--- src/mhcs_pkg.sv ---
// ---------------------------------------------------------------------------
// Cooking sequencer package
// Payload types, codes, recipe tables and the controller/datapath interface.
// ---------------------------------------------------------------------------
package mhcs_pkg;

   typedef struct packed {
      logic [1:0] func;
      logic [7:0] key_id;
      logic       key_pressed;
      logic [7:0] head;
      logic [2:0] command;
      logic [7:0] argument;
      logic [7:0] temperature;
   } mhcs_req_type;

   typedef struct packed {
      logic        result_kind;
      logic [1:0]  out_head;
      logic        power_on;
      logic [10:0] power_watts;
      logic [3:0]  power_level_out;
      logic        hold_mode;
      logic [7:0]  target_temp_out;
      logic [1:0]  display_code;
      logic        last_result;
   } mhcs_rsp_type;

   localparam logic [1:0] FUNC_KEY  = 2'd0;
   localparam logic [1:0] FUNC_TEMP = 2'd1;
   localparam logic [1:0] FUNC_TICK = 2'd2;
   localparam logic [1:0] FUNC_CMD  = 2'd3;

   localparam logic [7:0] KEY_NEXT     = 8'h01;
   localparam logic [7:0] KEY_STOP     = 8'h02;
   localparam logic [7:0] KEY_WARM     = 8'h04;
   localparam logic [7:0] KEY_LEVEL_LO = 8'h10;
   localparam logic [7:0] KEY_LEVEL_HI = 8'h19;

   localparam logic [2:0] CMD_NONE   = 3'd0;
   localparam logic [2:0] CMD_START  = 3'd1;
   localparam logic [2:0] CMD_STOP   = 3'd2;
   localparam logic [2:0] CMD_PAUSE  = 3'd3;
   localparam logic [2:0] CMD_RESUME = 3'd4;
   localparam logic [2:0] CMD_LEVEL  = 3'd5;

   localparam logic [1:0] RUN_OFF    = 2'd0;
   localparam logic [1:0] RUN_ACTIVE = 2'd1;
   localparam logic [1:0] RUN_PAUSED = 2'd2;
   localparam logic [1:0] RUN_DONE   = 2'd3;

   localparam logic [1:0] DISP_STOPPED  = 2'd0;
   localparam logic [1:0] DISP_STARTED  = 2'd1;
   localparam logic [1:0] DISP_COMPLETE = 2'd2;

   localparam logic KIND_POWER   = 1'b0;
   localparam logic KIND_DISPLAY = 1'b1;

   localparam logic [1:0] STEP_NONE  = 2'd0;
   localparam logic [1:0] STEP_FIXED = 2'd1;
   localparam logic [1:0] STEP_BOIL  = 2'd2;
   localparam logic [1:0] STEP_HOLD  = 2'd3;

   localparam logic [7:0] CSR_BOIL_MIN_TEMP    = 8'd0;
   localparam logic [7:0] CSR_BOIL_MIN_SAMPLES = 8'd1;
   localparam logic [7:0] CSR_BOIL_TOLERANCE   = 8'd2;
   localparam logic [7:0] CSR_HOLD_BAND        = 8'd3;

   localparam int         TABLE_MENUS = 4;
   localparam logic [3:0] MAX_RESULTS = 4'd8;
   localparam logic [7:0] MAX_LEVEL   = 8'd10;
   localparam logic [7:0] WARM_MENU   = 8'd1;
   localparam logic [7:0] RESET_TEMP  = 8'd25;

   typedef struct packed {
      logic [1:0]  kind;
      logic [3:0]  level;
      logic [15:0] seconds;
      logic [7:0]  target;
   } mhcs_step_type;

   typedef enum logic [2:0] {
      ST_IDLE,
      ST_START,
      ST_TICK_CHECK,
      ST_WAIT_DIV,
      ST_EMIT,
      ST_FLUSH
   } mhcs_state_type;

   typedef struct packed {
      logic latch;
      logic next_head;
      logic eval;
      logic apply;
      logic push;
      logic drop;
      logic flush;
   } mhcs_cmd_type;

   typedef struct packed {
      logic tick_op;
      logic tick_active;
      logic last_head;
      logic div_busy;
      logic slot_have;
      logic res_full;
      logic pend_valid;
      logic out_free;
   } mhcs_status_type;

   function automatic mhcs_step_type step_of(input logic [1:0] menu, input logic pos);
      mhcs_step_type s;
      s = '0;
      unique case ({menu, pos})
         3'b010:  s = '{kind: STEP_HOLD,  level: 4'd3,  seconds: 16'd0,    target: 8'd65};
         3'b100:  s = '{kind: STEP_FIXED, level: 4'd5,  seconds: 16'd0,    target: 8'd0};
         3'b110:  s = '{kind: STEP_BOIL,  level: 4'd10, seconds: 16'd0,    target: 8'd0};
         3'b111:  s = '{kind: STEP_FIXED, level: 4'd2,  seconds: 16'd1800, target: 8'd0};
         default: s = '0;
      endcase
      return s;
   endfunction

   function automatic logic [1:0] menu_len(input logic [1:0] menu);
      logic [1:0] n;
      unique case (menu)
         2'd1:    n = 2'd1;
         2'd2:    n = 2'd1;
         2'd3:    n = 2'd2;
         default: n = 2'd0;
      endcase
      return n;
   endfunction

   function automatic logic [10:0] watts_of(input logic [3:0] lv);
      logic [10:0] w;
      unique case (lv)
         4'd1:    w = 11'd200;
         4'd2:    w = 11'd300;
         4'd3:    w = 11'd400;
         4'd4:    w = 11'd500;
         4'd5:    w = 11'd1000;
         4'd6:    w = 11'd1100;
         4'd7:    w = 11'd1200;
         4'd8:    w = 11'd1300;
         4'd9:    w = 11'd1500;
         4'd10:   w = 11'd2000;
         default: w = 11'd0;
      endcase
      return w;
   endfunction

   function automatic mhcs_rsp_type power_res(input logic [1:0] h, input logic on,
                                              input logic [10:0] w, input logic [3:0] lv,
                                              input logic md, input logic [7:0] tgt);
      mhcs_rsp_type r;
      r = '0;
      r.result_kind     = KIND_POWER;
      r.out_head        = h;
      r.power_on        = on;
      r.power_watts     = w;
      r.power_level_out = lv;
      r.hold_mode       = md;
      r.target_temp_out = tgt;
      return r;
   endfunction

   function automatic mhcs_rsp_type disp_res(input logic [1:0] h, input logic [1:0] code);
      mhcs_rsp_type r;
      r = '0;
      r.result_kind  = KIND_DISPLAY;
      r.out_head     = h;
      r.display_code = code;
      return r;
   endfunction

endpackage

--- src/mhcs_div.sv ---
// ---------------------------------------------------------------------------
// Boil average divider
// Restoring 16 by 8 bit divider, one quotient bit per cycle.
// ---------------------------------------------------------------------------
module mhcs_div (
   input  logic        clock,
   input  logic        reset,
   input  logic        start,
   input  logic [15:0] dividend,
   input  logic [7:0]  divisor,
   output logic        busy,
   output logic [15:0] quotient
);
   logic [4:0]  cnt_ff, cnt_in;
   logic [15:0] q_ff, q_in;
   logic [7:0]  rem_ff, rem_in;
   logic [7:0]  dvs_ff, dvs_in;
   logic [8:0]  trial;

   assign trial = {rem_ff, q_ff[15]};

   always_comb begin
      cnt_in = cnt_ff;
      q_in   = q_ff;
      rem_in = rem_ff;
      dvs_in = dvs_ff;
      if (start) begin
         cnt_in = 5'd16;
         q_in   = dividend;
         rem_in = '0;
         dvs_in = divisor;
      end else if (cnt_ff != 5'd0) begin
         cnt_in = cnt_ff - 5'd1;
         if (trial >= {1'b0, dvs_ff}) begin
            rem_in = 8'(trial - {1'b0, dvs_ff});
            q_in   = {q_ff[14:0], 1'b1};
         end else begin
            rem_in = trial[7:0];
            q_in   = {q_ff[14:0], 1'b0};
         end
      end
   end

   always_ff @(posedge clock) begin
      if (reset) begin
         cnt_ff <= '0;
      end else begin
         cnt_ff <= cnt_in;
      end
      q_ff   <= q_in;
      rem_ff <= rem_in;
      dvs_ff <= dvs_in;
   end

   assign busy     = (cnt_ff != 5'd0);
   assign quotient = q_ff;
endmodule

--- src/mhcs_datapath.sv ---
// ---------------------------------------------------------------------------
// Cooking sequencer datapath
// Per-head state, configuration, step evaluation and result staging.
// ---------------------------------------------------------------------------
module mhcs_datapath #(
   parameter int HEADS = 4,
   parameter int MENUS = 4
) (
   input  logic                    clock,
   input  logic                    reset,
   input  mhcs_pkg::mhcs_req_type  req_payload,
   input  logic                    csr_valid,
   input  logic [7:0]              csr_index,
   input  logic [7:0]              csr_data,
   input  mhcs_pkg::mhcs_cmd_type  cmd,
   output mhcs_pkg::mhcs_status_type status,
   output logic                    rsp_valid,
   input  logic                    rsp_stall,
   output mhcs_pkg::mhcs_rsp_type  rsp_payload
);
   import mhcs_pkg::*;

   localparam int         HW      = (HEADS > 1) ? $clog2(HEADS) : 1;
   localparam logic [7:0] HEADS_B = 8'(HEADS);
   localparam logic [7:0] MENUS_B = 8'(MENUS);

   // Configuration registers.
   logic [7:0] min_temp_ff, min_samp_ff, tol_ff, band_ff;

   // Latched item.
   logic [1:0]    op_ff;
   logic [2:0]    ccmd_ff;
   logic [7:0]    carg_ff;
   logic          cnext_ff;
   logic [7:0]    temp_ff;
   logic [HW-1:0] hd_ff, hd_in;
   logic          hd_ok_ff;

   // Per-head state.
   logic [1:0]  run_ff   [HEADS];
   logic [1:0]  menu_ff  [HEADS];
   logic [1:0]  pos_ff   [HEADS];
   logic [15:0] cd_ff    [HEADS];
   logic [7:0]  htemp_ff [HEADS];
   logic [3:0]  lvl_ff   [HEADS];
   logic [7:0]  bcnt_ff  [HEADS];
   logic [15:0] bsum_ff  [HEADS];
   logic [HW-1:0] sel_ff;

   logic [7:0]  wcnt_ff;
   logic [15:0] wsum_ff;

   // Result staging.
   mhcs_rsp_type slot0_ff, slot1_ff, pend_ff, out_ff;
   mhcs_rsp_type out_nx;
   logic [1:0]   slotn_ff, sloti_ff;
   logic [3:0]   rescnt_ff;
   logic         pend_v_ff, out_v_ff;

   // Current head view.
   logic [1:0]  c_run, c_menu, c_pos;
   logic [15:0] c_cd, c_bsum;
   logic [7:0]  c_temp, c_bcnt;
   logic [3:0]  c_lvl;
   logic [1:0]  h2;
   mhcs_step_type s, s_next, s_start;

   logic [15:0] cd_dec;
   logic [3:0]  lv_user;
   logic        below;
   logic [7:0]  cnt_inc;
   logic [16:0] sum_wide;
   logic [15:0] sum_sat;
   logic        need_div;
   logic        div_busy;
   logic [15:0] avg;
   logic [15:0] t16, diff;
   logic        boil;
   logic [8:0]  band_sum;
   logic [10:0] hold_w;
   logic        step_next;
   logic [1:0]  pos_inc;
   logic        step_done;
   logic        arg_ok;
   logic        out_xfer;
   mhcs_rsp_type step_res;

   logic [1:0]  n_run, n_menu, n_pos;
   logic [15:0] n_cd, n_bsum;
   logic [7:0]  n_temp, n_bcnt;
   logic [3:0]  n_lvl;
   logic [HW-1:0] n_sel;
   mhcs_rsp_type n_slot0, n_slot1;
   logic [1:0]  n_slotn;

   assign c_run  = run_ff[hd_ff];
   assign c_menu = menu_ff[hd_ff];
   assign c_pos  = pos_ff[hd_ff];
   assign c_cd   = cd_ff[hd_ff];
   assign c_temp = htemp_ff[hd_ff];
   assign c_lvl  = lvl_ff[hd_ff];
   assign c_bcnt = bcnt_ff[hd_ff];
   assign c_bsum = bsum_ff[hd_ff];
   assign h2     = 2'(hd_ff);

   assign s       = step_of(c_menu, c_pos[0]);
   assign pos_inc = c_pos + 2'd1;
   assign s_next  = step_of(c_menu, pos_inc[0]);
   assign s_start = step_of(carg_ff[1:0], 1'b0);

   assign cd_dec   = (c_cd == 16'd0) ? 16'd0 : c_cd - 16'd1;
   assign lv_user  = (c_lvl != 4'd0) ? c_lvl : s.level;
   assign below    = (c_temp < min_temp_ff);
   assign cnt_inc  = (c_bcnt == 8'hFF) ? 8'hFF : c_bcnt + 8'd1;
   assign sum_wide = {1'b0, c_bsum} + {9'b0, c_temp};
   assign sum_sat  = sum_wide[16] ? 16'hFFFF : sum_wide[15:0];
   assign need_div = (s.kind == STEP_BOIL) && !below && (cnt_inc >= min_samp_ff);

   mhcs_div u_div (
      .clock    (clock),
      .reset    (reset),
      .start    (cmd.eval && need_div),
      .dividend (sum_sat),
      .divisor  (cnt_inc),
      .busy     (div_busy),
      .quotient (avg)
   );

   // The sampled count and sum were captured when the step was evaluated.
   assign t16  = {8'b0, c_temp};
   assign diff = (t16 >= avg) ? t16 - avg : avg - t16;
   assign boil = !below && (wcnt_ff >= min_samp_ff) && (diff < {8'b0, tol_ff});

   assign band_sum = {1'b0, c_temp} + {1'b0, band_ff};

   always_comb begin
      if (band_sum < {1'b0, s.target}) begin
         hold_w = watts_of(lv_user);
      end else if (c_temp > s.target) begin
         hold_w = 11'd0;
      end else if (lv_user > 4'd2) begin
         hold_w = watts_of(lv_user - 4'd2);
      end else begin
         hold_w = watts_of(4'd1);
      end
   end

   always_comb begin
      unique case (s.kind)
         STEP_FIXED: begin
            step_res  = power_res(h2, 1'b1, watts_of(lv_user), lv_user, 1'b0, 8'd0);
            step_next = (cd_dec == 16'd0) && (s.seconds != 16'd0);
         end
         STEP_BOIL: begin
            step_res  = power_res(h2, 1'b1, watts_of(s.level), s.level, 1'b0, 8'd0);
            step_next = boil;
         end
         STEP_HOLD: begin
            step_res  = power_res(h2, hold_w != 11'd0, hold_w, lv_user, 1'b1, s.target);
            step_next = (cd_dec == 16'd0) && (s.seconds != 16'd0);
         end
         default: begin
            step_res  = '0;
            step_next = 1'b1;
         end
      endcase
   end

   assign step_done = (pos_inc >= menu_len(c_menu));
   assign arg_ok    = (carg_ff != 8'd0) && (carg_ff < MENUS_B) &&
                      (carg_ff < 8'(TABLE_MENUS)) && (menu_len(carg_ff[1:0]) != 2'd0);

   always_comb begin
      n_run   = c_run;
      n_menu  = c_menu;
      n_pos   = c_pos;
      n_cd    = c_cd;
      n_temp  = c_temp;
      n_lvl   = c_lvl;
      n_bcnt  = c_bcnt;
      n_bsum  = c_bsum;
      n_sel   = sel_ff;
      n_slot0 = '0;
      n_slot1 = '0;
      n_slotn = 2'd0;
      if (op_ff == FUNC_TICK) begin
         n_cd = cd_dec;
         if (s.kind == STEP_BOIL) begin
            if (below || boil) begin
               n_bcnt = '0;
               n_bsum = '0;
            end else begin
               n_bcnt = wcnt_ff;
               n_bsum = wsum_ff;
            end
         end
         if (step_next && step_done) begin
            // A finished recipe replaces the step power with power off.
            n_pos   = pos_inc;
            n_run   = RUN_DONE;
            n_slot0 = power_res(h2, 1'b0, 11'd0, 4'd0, 1'b0, 8'd0);
            n_slot1 = disp_res(h2, DISP_COMPLETE);
            n_slotn = 2'd2;
         end else begin
            if (step_next) begin
               n_pos  = pos_inc;
               n_cd   = s_next.seconds;
               n_bcnt = '0;
               n_bsum = '0;
            end
            n_slot0 = step_res;
            n_slotn = (s.kind != STEP_NONE) ? 2'd1 : 2'd0;
         end
      end else if (op_ff == FUNC_TEMP) begin
         if (hd_ok_ff) begin
            n_temp = temp_ff;
         end
      end else if (cnext_ff) begin
         n_sel = (sel_ff == HW'(HEADS - 1)) ? '0 : sel_ff + 1'b1;
      end else if (hd_ok_ff) begin
         unique case (ccmd_ff)
            CMD_START: begin
               if (arg_ok) begin
                  n_menu  = carg_ff[1:0];
                  n_pos   = 2'd0;
                  n_cd    = s_start.seconds;
                  n_bcnt  = '0;
                  n_bsum  = '0;
                  n_run   = RUN_ACTIVE;
                  n_slot0 = disp_res(h2, DISP_STARTED);
                  n_slotn = 2'd1;
               end
            end
            CMD_STOP: begin
               n_run   = RUN_OFF;
               n_menu  = 2'd0;
               n_slot0 = power_res(h2, 1'b0, 11'd0, 4'd0, 1'b0, 8'd0);
               n_slot1 = disp_res(h2, DISP_STOPPED);
               n_slotn = 2'd2;
            end
            CMD_PAUSE: begin
               if (c_run == RUN_ACTIVE) begin
                  n_run   = RUN_PAUSED;
                  n_slot0 = power_res(h2, 1'b0, 11'd0, 4'd0, 1'b0, 8'd0);
                  n_slotn = 2'd1;
               end
            end
            CMD_RESUME: begin
               if (c_run == RUN_PAUSED) begin
                  n_run = RUN_ACTIVE;
               end
            end
            CMD_LEVEL: begin
               if (carg_ff <= MAX_LEVEL) begin
                  n_lvl = carg_ff[3:0];
               end
            end
            default: begin
            end
         endcase
      end
   end

   // Item decode: keys act on the selected head, reports and commands on their own.
   always_ff @(posedge clock) begin
      if (cmd.latch) begin
         op_ff    <= req_payload.func;
         temp_ff  <= req_payload.temperature;
         ccmd_ff  <= CMD_NONE;
         carg_ff  <= req_payload.argument;
         cnext_ff <= 1'b0;
         unique case (req_payload.func)
            FUNC_KEY: begin
               hd_ok_ff <= 1'b1;
               if (req_payload.key_pressed) begin
                  if (req_payload.key_id == KEY_NEXT) begin
                     cnext_ff <= 1'b1;
                  end else if (req_payload.key_id == KEY_STOP) begin
                     ccmd_ff <= CMD_STOP;
                  end else if (req_payload.key_id == KEY_WARM) begin
                     ccmd_ff <= CMD_START;
                     carg_ff <= WARM_MENU;
                  end else if (req_payload.key_id >= KEY_LEVEL_LO &&
                               req_payload.key_id <= KEY_LEVEL_HI) begin
                     ccmd_ff <= CMD_LEVEL;
                     carg_ff <= req_payload.key_id - KEY_LEVEL_LO;
                  end
               end
            end
            FUNC_CMD: begin
               hd_ok_ff <= (req_payload.head < HEADS_B);
               ccmd_ff  <= req_payload.command;
            end
            default: begin
               hd_ok_ff <= (req_payload.head < HEADS_B);
            end
         endcase
      end
      if (cmd.eval) begin
         wcnt_ff <= cnt_inc;
         wsum_ff <= sum_sat;
      end
   end

   always_comb begin
      hd_in = hd_ff;
      if (cmd.latch) begin
         unique case (req_payload.func)
            FUNC_KEY:  hd_in = sel_ff;
            FUNC_TICK: hd_in = '0;
            default:   hd_in = req_payload.head[HW-1:0];
         endcase
      end else if (cmd.next_head) begin
         hd_in = hd_ff + 1'b1;
      end
   end

   always_ff @(posedge clock) begin
      hd_ff <= hd_in;
   end

   always_ff @(posedge clock) begin
      if (reset) begin
         min_temp_ff <= 8'd90;
         min_samp_ff <= 8'd3;
         tol_ff      <= 8'd2;
         band_ff     <= 8'd3;
      end else if (csr_valid) begin
         if (csr_index == CSR_BOIL_MIN_TEMP) begin
            min_temp_ff <= csr_data;
         end
         if (csr_index == CSR_BOIL_MIN_SAMPLES) begin
            min_samp_ff <= csr_data;
         end
         if (csr_index == CSR_BOIL_TOLERANCE) begin
            tol_ff <= csr_data;
         end
         if (csr_index == CSR_HOLD_BAND) begin
            band_ff <= csr_data;
         end
      end
   end

   always_ff @(posedge clock) begin
      if (reset) begin
         for (int i = 0; i < HEADS; i++) begin
            run_ff[i]   <= RUN_OFF;
            menu_ff[i]  <= '0;
            pos_ff[i]   <= '0;
            cd_ff[i]    <= '0;
            htemp_ff[i] <= RESET_TEMP;
            lvl_ff[i]   <= '0;
            bcnt_ff[i]  <= '0;
            bsum_ff[i]  <= '0;
         end
         sel_ff <= '0;
      end else if (cmd.apply) begin
         run_ff[hd_ff]   <= n_run;
         menu_ff[hd_ff]  <= n_menu;
         pos_ff[hd_ff]   <= n_pos;
         cd_ff[hd_ff]    <= n_cd;
         htemp_ff[hd_ff] <= n_temp;
         lvl_ff[hd_ff]   <= n_lvl;
         bcnt_ff[hd_ff]  <= n_bcnt;
         bsum_ff[hd_ff]  <= n_bsum;
         sel_ff          <= n_sel;
      end
   end

   assign out_xfer = out_v_ff && !rsp_stall;

   always_comb begin
      out_nx             = pend_ff;
      out_nx.last_result = cmd.flush;
   end

   // One result waits in the pending stage until it is known whether it is the last.
   always_ff @(posedge clock) begin
      if (reset) begin
         pend_v_ff <= 1'b0;
         out_v_ff  <= 1'b0;
         rescnt_ff <= '0;
         slotn_ff  <= '0;
         sloti_ff  <= '0;
      end else begin
         if (cmd.latch) begin
            rescnt_ff <= '0;
         end
         if (cmd.apply) begin
            slot0_ff <= n_slot0;
            slot1_ff <= n_slot1;
            slotn_ff <= n_slotn;
            sloti_ff <= '0;
         end
         if (cmd.drop) begin
            sloti_ff <= sloti_ff + 2'd1;
         end
         if (cmd.push) begin
            pend_ff   <= (sloti_ff == 2'd0) ? slot0_ff : slot1_ff;
            pend_v_ff <= 1'b1;
            sloti_ff  <= sloti_ff + 2'd1;
            rescnt_ff <= rescnt_ff + 4'd1;
         end
         if ((cmd.push && pend_v_ff) || cmd.flush) begin
            out_ff   <= out_nx;
            out_v_ff <= 1'b1;
         end else if (out_xfer) begin
            out_v_ff <= 1'b0;
         end
         if (cmd.flush) begin
            pend_v_ff <= 1'b0;
         end
      end
   end

   assign status.tick_op     = (op_ff == FUNC_TICK);
   assign status.tick_active = (c_run == RUN_ACTIVE) && (c_menu != 2'd0) &&
                               ({6'b0, c_menu} < MENUS_B) && (c_pos < menu_len(c_menu));
   assign status.last_head   = (hd_ff == HW'(HEADS - 1));
   assign status.div_busy    = div_busy;
   assign status.slot_have   = (sloti_ff < slotn_ff);
   assign status.res_full    = (rescnt_ff == MAX_RESULTS);
   assign status.pend_valid  = pend_v_ff;
   assign status.out_free    = !out_v_ff || !rsp_stall;

   assign rsp_valid   = out_v_ff;
   assign rsp_payload = out_ff;
endmodule

--- src/mhcs_ctrl.sv ---
// ---------------------------------------------------------------------------
// Cooking sequencer controller
// Sequences decode, the per-head tick walk, result emission and flush.
// ---------------------------------------------------------------------------
module mhcs_ctrl (
   input  logic                      clock,
   input  logic                      reset,
   input  logic                      req_valid,
   output logic                      req_stall,
   input  mhcs_pkg::mhcs_status_type status,
   output mhcs_pkg::mhcs_cmd_type    cmd
);
   import mhcs_pkg::*;

   mhcs_state_type state_ff, state_in;

   always_ff @(posedge clock) begin
      if (reset) begin
         state_ff <= ST_IDLE;
      end else begin
         state_ff <= state_in;
      end
   end

   always_comb begin
      state_in  = state_ff;
      cmd       = '0;
      req_stall = (state_ff != ST_IDLE);
      unique case (state_ff)
         ST_IDLE: begin
            if (req_valid) begin
               cmd.latch = 1'b1;
               state_in  = ST_START;
            end
         end
         ST_START: begin
            if (status.tick_op) begin
               state_in = ST_TICK_CHECK;
            end else begin
               cmd.apply = 1'b1;
               state_in  = ST_EMIT;
            end
         end
         ST_TICK_CHECK: begin
            if (status.tick_active) begin
               cmd.eval = 1'b1;
               state_in = ST_WAIT_DIV;
            end else if (status.last_head) begin
               state_in = ST_FLUSH;
            end else begin
               cmd.next_head = 1'b1;
            end
         end
         ST_WAIT_DIV: begin
            if (!status.div_busy) begin
               cmd.apply = 1'b1;
               state_in  = ST_EMIT;
            end
         end
         ST_EMIT: begin
            if (status.slot_have) begin
               if (status.res_full) begin
                  cmd.drop = 1'b1;
               end else if (!status.pend_valid || status.out_free) begin
                  cmd.push = 1'b1;
               end
            end else if (status.tick_op && !status.last_head) begin
               cmd.next_head = 1'b1;
               state_in      = ST_TICK_CHECK;
            end else begin
               state_in = ST_FLUSH;
            end
         end
         ST_FLUSH: begin
            if (!status.pend_valid) begin
               state_in = ST_IDLE;
            end else if (status.out_free) begin
               cmd.flush = 1'b1;
               state_in  = ST_IDLE;
            end
         end
         default: begin
            state_in = ST_IDLE;
         end
      endcase
   end
endmodule

--- src/multi_head_cooking_sequencer.sv ---
// ---------------------------------------------------------------------------
// Multi-head cooking sequencer
// Recipe sequencer for several cooker heads with power and display results.
//
//   channel  direction  handshake          payload
//   req      in         req_valid/stall    mhcs_req_type
//   rsp      out        rsp_valid/stall    mhcs_rsp_type
//   csr      in         csr_valid/ready    csr_index, csr_data
//
// A key, report or command item is applied to its head and then emits its results one by one.
// A tick walks every head in turn: an idle head is passed over, an active head is evaluated,
// applied and emits its results, and waits while the serial divider forms the boil average.
// Reset is synchronous and restores all head state at once.
// Output stalls hold the walk only when a pending result must move into a
// stalled output register.
// ---------------------------------------------------------------------------
module multi_head_cooking_sequencer #(
   parameter int HEADS = 4,
   parameter int MENUS = 4
) (
   input  logic                   clock,
   input  logic                   reset,
   input  logic                   req_valid,
   output logic                   req_stall,
   input  mhcs_pkg::mhcs_req_type req_payload,
   output logic                   rsp_valid,
   input  logic                   rsp_stall,
   output mhcs_pkg::mhcs_rsp_type rsp_payload,
   input  logic                   csr_valid,
   output logic                   csr_ready,
   input  logic [7:0]             csr_index,
   input  logic [7:0]             csr_data
);
   import mhcs_pkg::*;

   mhcs_cmd_type    cmd;
   mhcs_status_type status;

   assign csr_ready = 1'b1;

   mhcs_ctrl u_ctrl (
      .clock     (clock),
      .reset     (reset),
      .req_valid (req_valid),
      .req_stall (req_stall),
      .status    (status),
      .cmd       (cmd)
   );

   mhcs_datapath #(
      .HEADS (HEADS),
      .MENUS (MENUS)
   ) u_datapath (
      .clock       (clock),
      .reset       (reset),
      .req_payload (req_payload),
      .csr_valid   (csr_valid && csr_ready),
      .csr_index   (csr_index),
      .csr_data    (csr_data),
      .cmd         (cmd),
      .status      (status),
      .rsp_valid   (rsp_valid),
      .rsp_stall   (rsp_stall),
      .rsp_payload (rsp_payload)
   );

`ifndef ASSERT_OFF
   a_push_room: assert property (@(posedge clock) disable iff (reset)
      (cmd.push && status.pend_valid) |-> status.out_free)
      else $error("pending result moved into a stalled output register");

   a_result_cap: assert property (@(posedge clock) disable iff (reset)
      cmd.push |-> !status.res_full)
      else $error("more results than the per-item limit");

   a_clean_accept: assert property (@(posedge clock) disable iff (reset)
      cmd.latch |-> (!status.pend_valid && !status.div_busy))
      else $error("new item accepted with previous work outstanding");
`endif
endmodule

--- config.mk ---
export PLATFORM = sky130hd
export DESIGN_NAME = multi_head_cooking_sequencer
export DESIGN_NICKNAME = d
export VERILOG_FILES = /design/src/mhcs_pkg.sv /design/src/mhcs_div.sv /design/src/mhcs_datapath.sv /design/src/mhcs_ctrl.sv /design/src/multi_head_cooking_sequencer.sv
export SDC_FILE = /design/constraint.sdc
export NUM_CORES = 1
export LEC_CHECK = 0
export ABC_AREA = 0
export BUFFER_PORTS_ARGS = -buffer_cell sky130_fd_sc_hd__buf_4
export CAP_MARGIN = 40
export CORE_UTILIZATION = 43
export DETAILED_ROUTE_END_ITERATION = 6
export HOLD_SLACK_MARGIN = 0.1
export PLACE_DENSITY = 0.62
export SLEW_MARGIN = 25
export SYNTH_ARGS = -nofsm -noshare
export SYNTH_HDL_FRONTEND = slang
export SYNTH_HIERARCHICAL = 1
export SYNTH_SLANG_ARGS = --single-unit
--- constraint.sdc ---
create_clock -name clock -period 13.2 [get_ports clock]
set_input_delay 0.66 -clock clock [delete_from_list [all_inputs] [get_ports clock]]
set_output_delay 0.66 -clock clock [all_outputs]
set_load 0.005 [all_outputs]
==> metrics.md <==
| Metric | Value |
|---|---|
| Critical path arrival | 7130 ps |
| Min Tclk post-route | 6810 ps |
| Pre-antenna DRT Iters | 7 |
| Cts bufs inserted | 47 |
| WL final | 61.7 mm |
| # DRC | 0 |
| # diodes | 0 |
| Share of cells above drive strength 1 | 15.9% |
| Slew @ Worst Pin | 862 ps |
| Number of global-route vias before repair | 16417 |
| Pleak | 10.1 nW |
| Critical Path RT | 13520 ps |
| Routed via count | 16854 |
| WL/cell | 21.5 um |
| H-Tree Depth | 2 |
| Design area | 26800 um2 |
| Register Area | 12400 um2 |
| Peak Freq | 147 MHz |
| Final Net Count | 2306 |
| Final ANT Viol Nets | 0 |
| Initial Util | 43.8% |
| Critical path endpoint category | flop |
| Clock latency on the worst-skew pair | 590 ps |
| Multi-input logic area | 10400 um2 |
| GR Util All Layers | 21.9% |
| Clock transition at path regs | 60 ps |
| Most used flip-flop cell after synthesis | edfxtp_1 |
| EDFF count, synth | 371 |
| TritonCTS clock tree | yes |
| Commonest cells in the netlist | edfxtp_1 (371), nor2_1 (232), inv_1 (130), nand2_1 (128), a21oi_1 (116) |
| RSZ-0062 raised after global routing | no |
| Seq/Total Area, Yosys | 52.1% |
| Port Buffer Count | 83 |
| Critical Path Start Type | flop |
| Dominant cells by area after synthesis | edfxtp_1 (47%), ha_1 (5.7%), mux4_2 (5.4%) |
| Via/cell ratio | 5.88 |
| Fin. Hold Viols | 0 |
| Initial antenna violation count | 1 |
| Setup violation total in the final timing report | 0 |
| Core box area | 54200 um2 |
| Fillers | 4818 |
| Die area | 56200 um2 |
| Total negative slack | 0 ps |
| Yosys reg bits | 433 |
| CTS Hold Bufs | 0 |
| Rows | 85 |
| Post-synth top area share | 46.9% |
| Detailed Route Iter0 Violations | 1408 |
| Die Wd | 237 um |
| Slew HR | 42.5% |
| Max Slew Vio Count | 0 |
| Post-cts sizing count | 0 |
| Leading area contributor after synthesis | edfxtp_1 |
| HP Class | input pin to flop |
| Pin count of the biggest net entering global routing | 62 |
| Gate Count Post-Synth | 2058 |
| Post-Syn Area | 23800 um2 |
| Clk sinks | 433 |
| Boundary pin count | 93 |
| Mean Syn Cell Area | 11.5 um2 |
| Maximum vdd drop | 141 uV |
| Max-cap violations | 0 |
| Gpl congestion | 0.867 |
| DP Area | 25200 um2 |
| Count leader, synth | edfxtp_1 |
| Fin crit share | 51.6% |
| Power Dens Cells | 224 nW/um2 |
| Synth Warn # | 6 |
| Post-DP HPWL | 41.8 mm |
| Area Growth Syn to Fin | 12.7% |
| Status | finished clean |
| Max FO, Critical Path | 48 |
| Yosys cell types | 107 |
| Ys async rst share | 0% |
| Root Driver | clkbuf_16 |
| First-pass GRT wire length | 95.4 mm |
| Clock skew | 33.5 ps |
| CP Class | flop to flop |
| Setup repair bufs after CTS | 0 |
| Die Span Y | 237 um |
| Total grt overflow | 0 |
| Clock Tree Buf Depth | 3 |
==> critical path: stages, from the launching register on <==
cell and delay, ps:
dfxtp_2 640, buf_4 750, mux4_2 560, ha_1 570, nand4_1 250, a31oi_1 220
o21ai_0 100, buf_4 200, nor3_1 180, a31oi_1 70, xor2_1 170, ha_1 310
a21o_1 180, a21o_1 160, a221oi_1 240, o211ai_1 270, nor3_1 300, nand3b_1 270
a21oi_1 400, nand2b_1 460, o21ba_2 230
==> sequential cells by signal, indices dropped and copies added (netlist names), 16 cells and up, named ones only <==
register,cells
u_datapath/wsum_ff,16
u_datapath/out_nx,21
u_datapath/cd_ff,64
u_datapath/htemp_ff,32
u_datapath/lvl_ff,16
u_datapath/bcnt_ff,32
u_datapath/u_div/quotient,16
u_datapath/slot0_ff,19
u_datapath/bsum_ff,64
u_datapath/rsp_payload,22
==> where the power goes <==
group          internal (mW)  total [mW]  switching [mW]
logic                   1.05        2.82            1.77
clock network          0.785        1.32           0.538
registers               1.73        1.87           0.134
total                   3.57        6.01            2.44
==> worst paths after layout <==
| check | cells after the start | to | start | slack [ps] |
|---|---|---|---|---|
| max | 20 | u_datapath/slot0_ff[24]$_SDFFCE_PP0P_ | flop | 6390 |
| min reg2reg | 0 | u_datapath/rsp_payload[13]$_DFFE_PP_ | u_datapath/out_nx[13]$_SDFFCE_PN0P_ | 420 |
| min | 1 | u_datapath/temp_ff[0]$_DFFE_PP_ | req_payload[0] | 250 |
| max reg2reg | 20 | u_datapath/slot0_ff[24]$_SDFFCE_PP0P_ | flop | 6390 |
==> cell families after synthesis <==
group	after synthesis	share of synthesized area (%)
mux	137	8.99
simple gates	625	13.0
buf+inv	241	4.34
xor+xnor	46	1.73
fa+ha+maj	116	6.28
compound gates	458	13.6
other cells	2	0.0316
flops	433	52.1
==> cells in the final DEF, fill, tap and decap left out, types with 9 or more instances in the layout <==
cell and n:
edfxtp_1 371, nor2_1 230, inv_1 130, nand2_1 128, a21oi_1 116, buf_4 114
ha_1 108, a22o_1 93, o21ai_0 67, dfxtp_1 60, mux4_2 57, clkbuf_16 50
nor3_1 40, mux2i_1 39, mux2_2 39, nand3_1 36, xnor2_1 28, a21o_1 27
nand2b_1 26, and2_1 26, nor4_1 22, nor2b_1 21, a211oi_1 20, a31oi_1 17
xor2_1 17, clkbuf_1 12, nand4_1 12, and3_1 11, a22oi_1 11, or3_1 10
o21ai_1 10, conb_1 9, clkinv_2 9
==> stage by stage <==
stage               hold WS [ps]  setup WS, ps  std cells  power, mW  util (%)
finish                       245          6390       2867       6.01      49.4
global route                 220          6060       2867       6.38      49.4
CTS                          211          6470       2861       6.00      49.2
detailed placement           405          6470       2774       4.65      46.4
global placement             409          6610       2766       4.60      46.1
floorplan                    400          6710       2065       3.91         -
==> layout make-up <==
| cell class | count | share of cell area (%) |
|---|---|---|
| flip-flops and latches | 433 | 46.2 |
| multi-input cells | 1391 | 38.9 |
| clock buffers | 65 | 4.99 |
| repair buffers | 127 | 4.01 |
| well taps | 696 | 3.25 |
| inverters | 133 | 1.86 |
| clock inverters | 22 | 0.771 |
==> per-layer routing <==
layer | track usage (%) | up-vias | share of wire, %
met5 | 0 | - | 0
met4 | 5.53 | 0 | 1.9
met3 | 3.74 | 76 | 7.4
met2 | 34.5 | 614 | 46
met1 | 31.3 | 8339 | 45
li1 | - | 7825 | -
No activity file was read; power rests on OpenSTA's default activity.
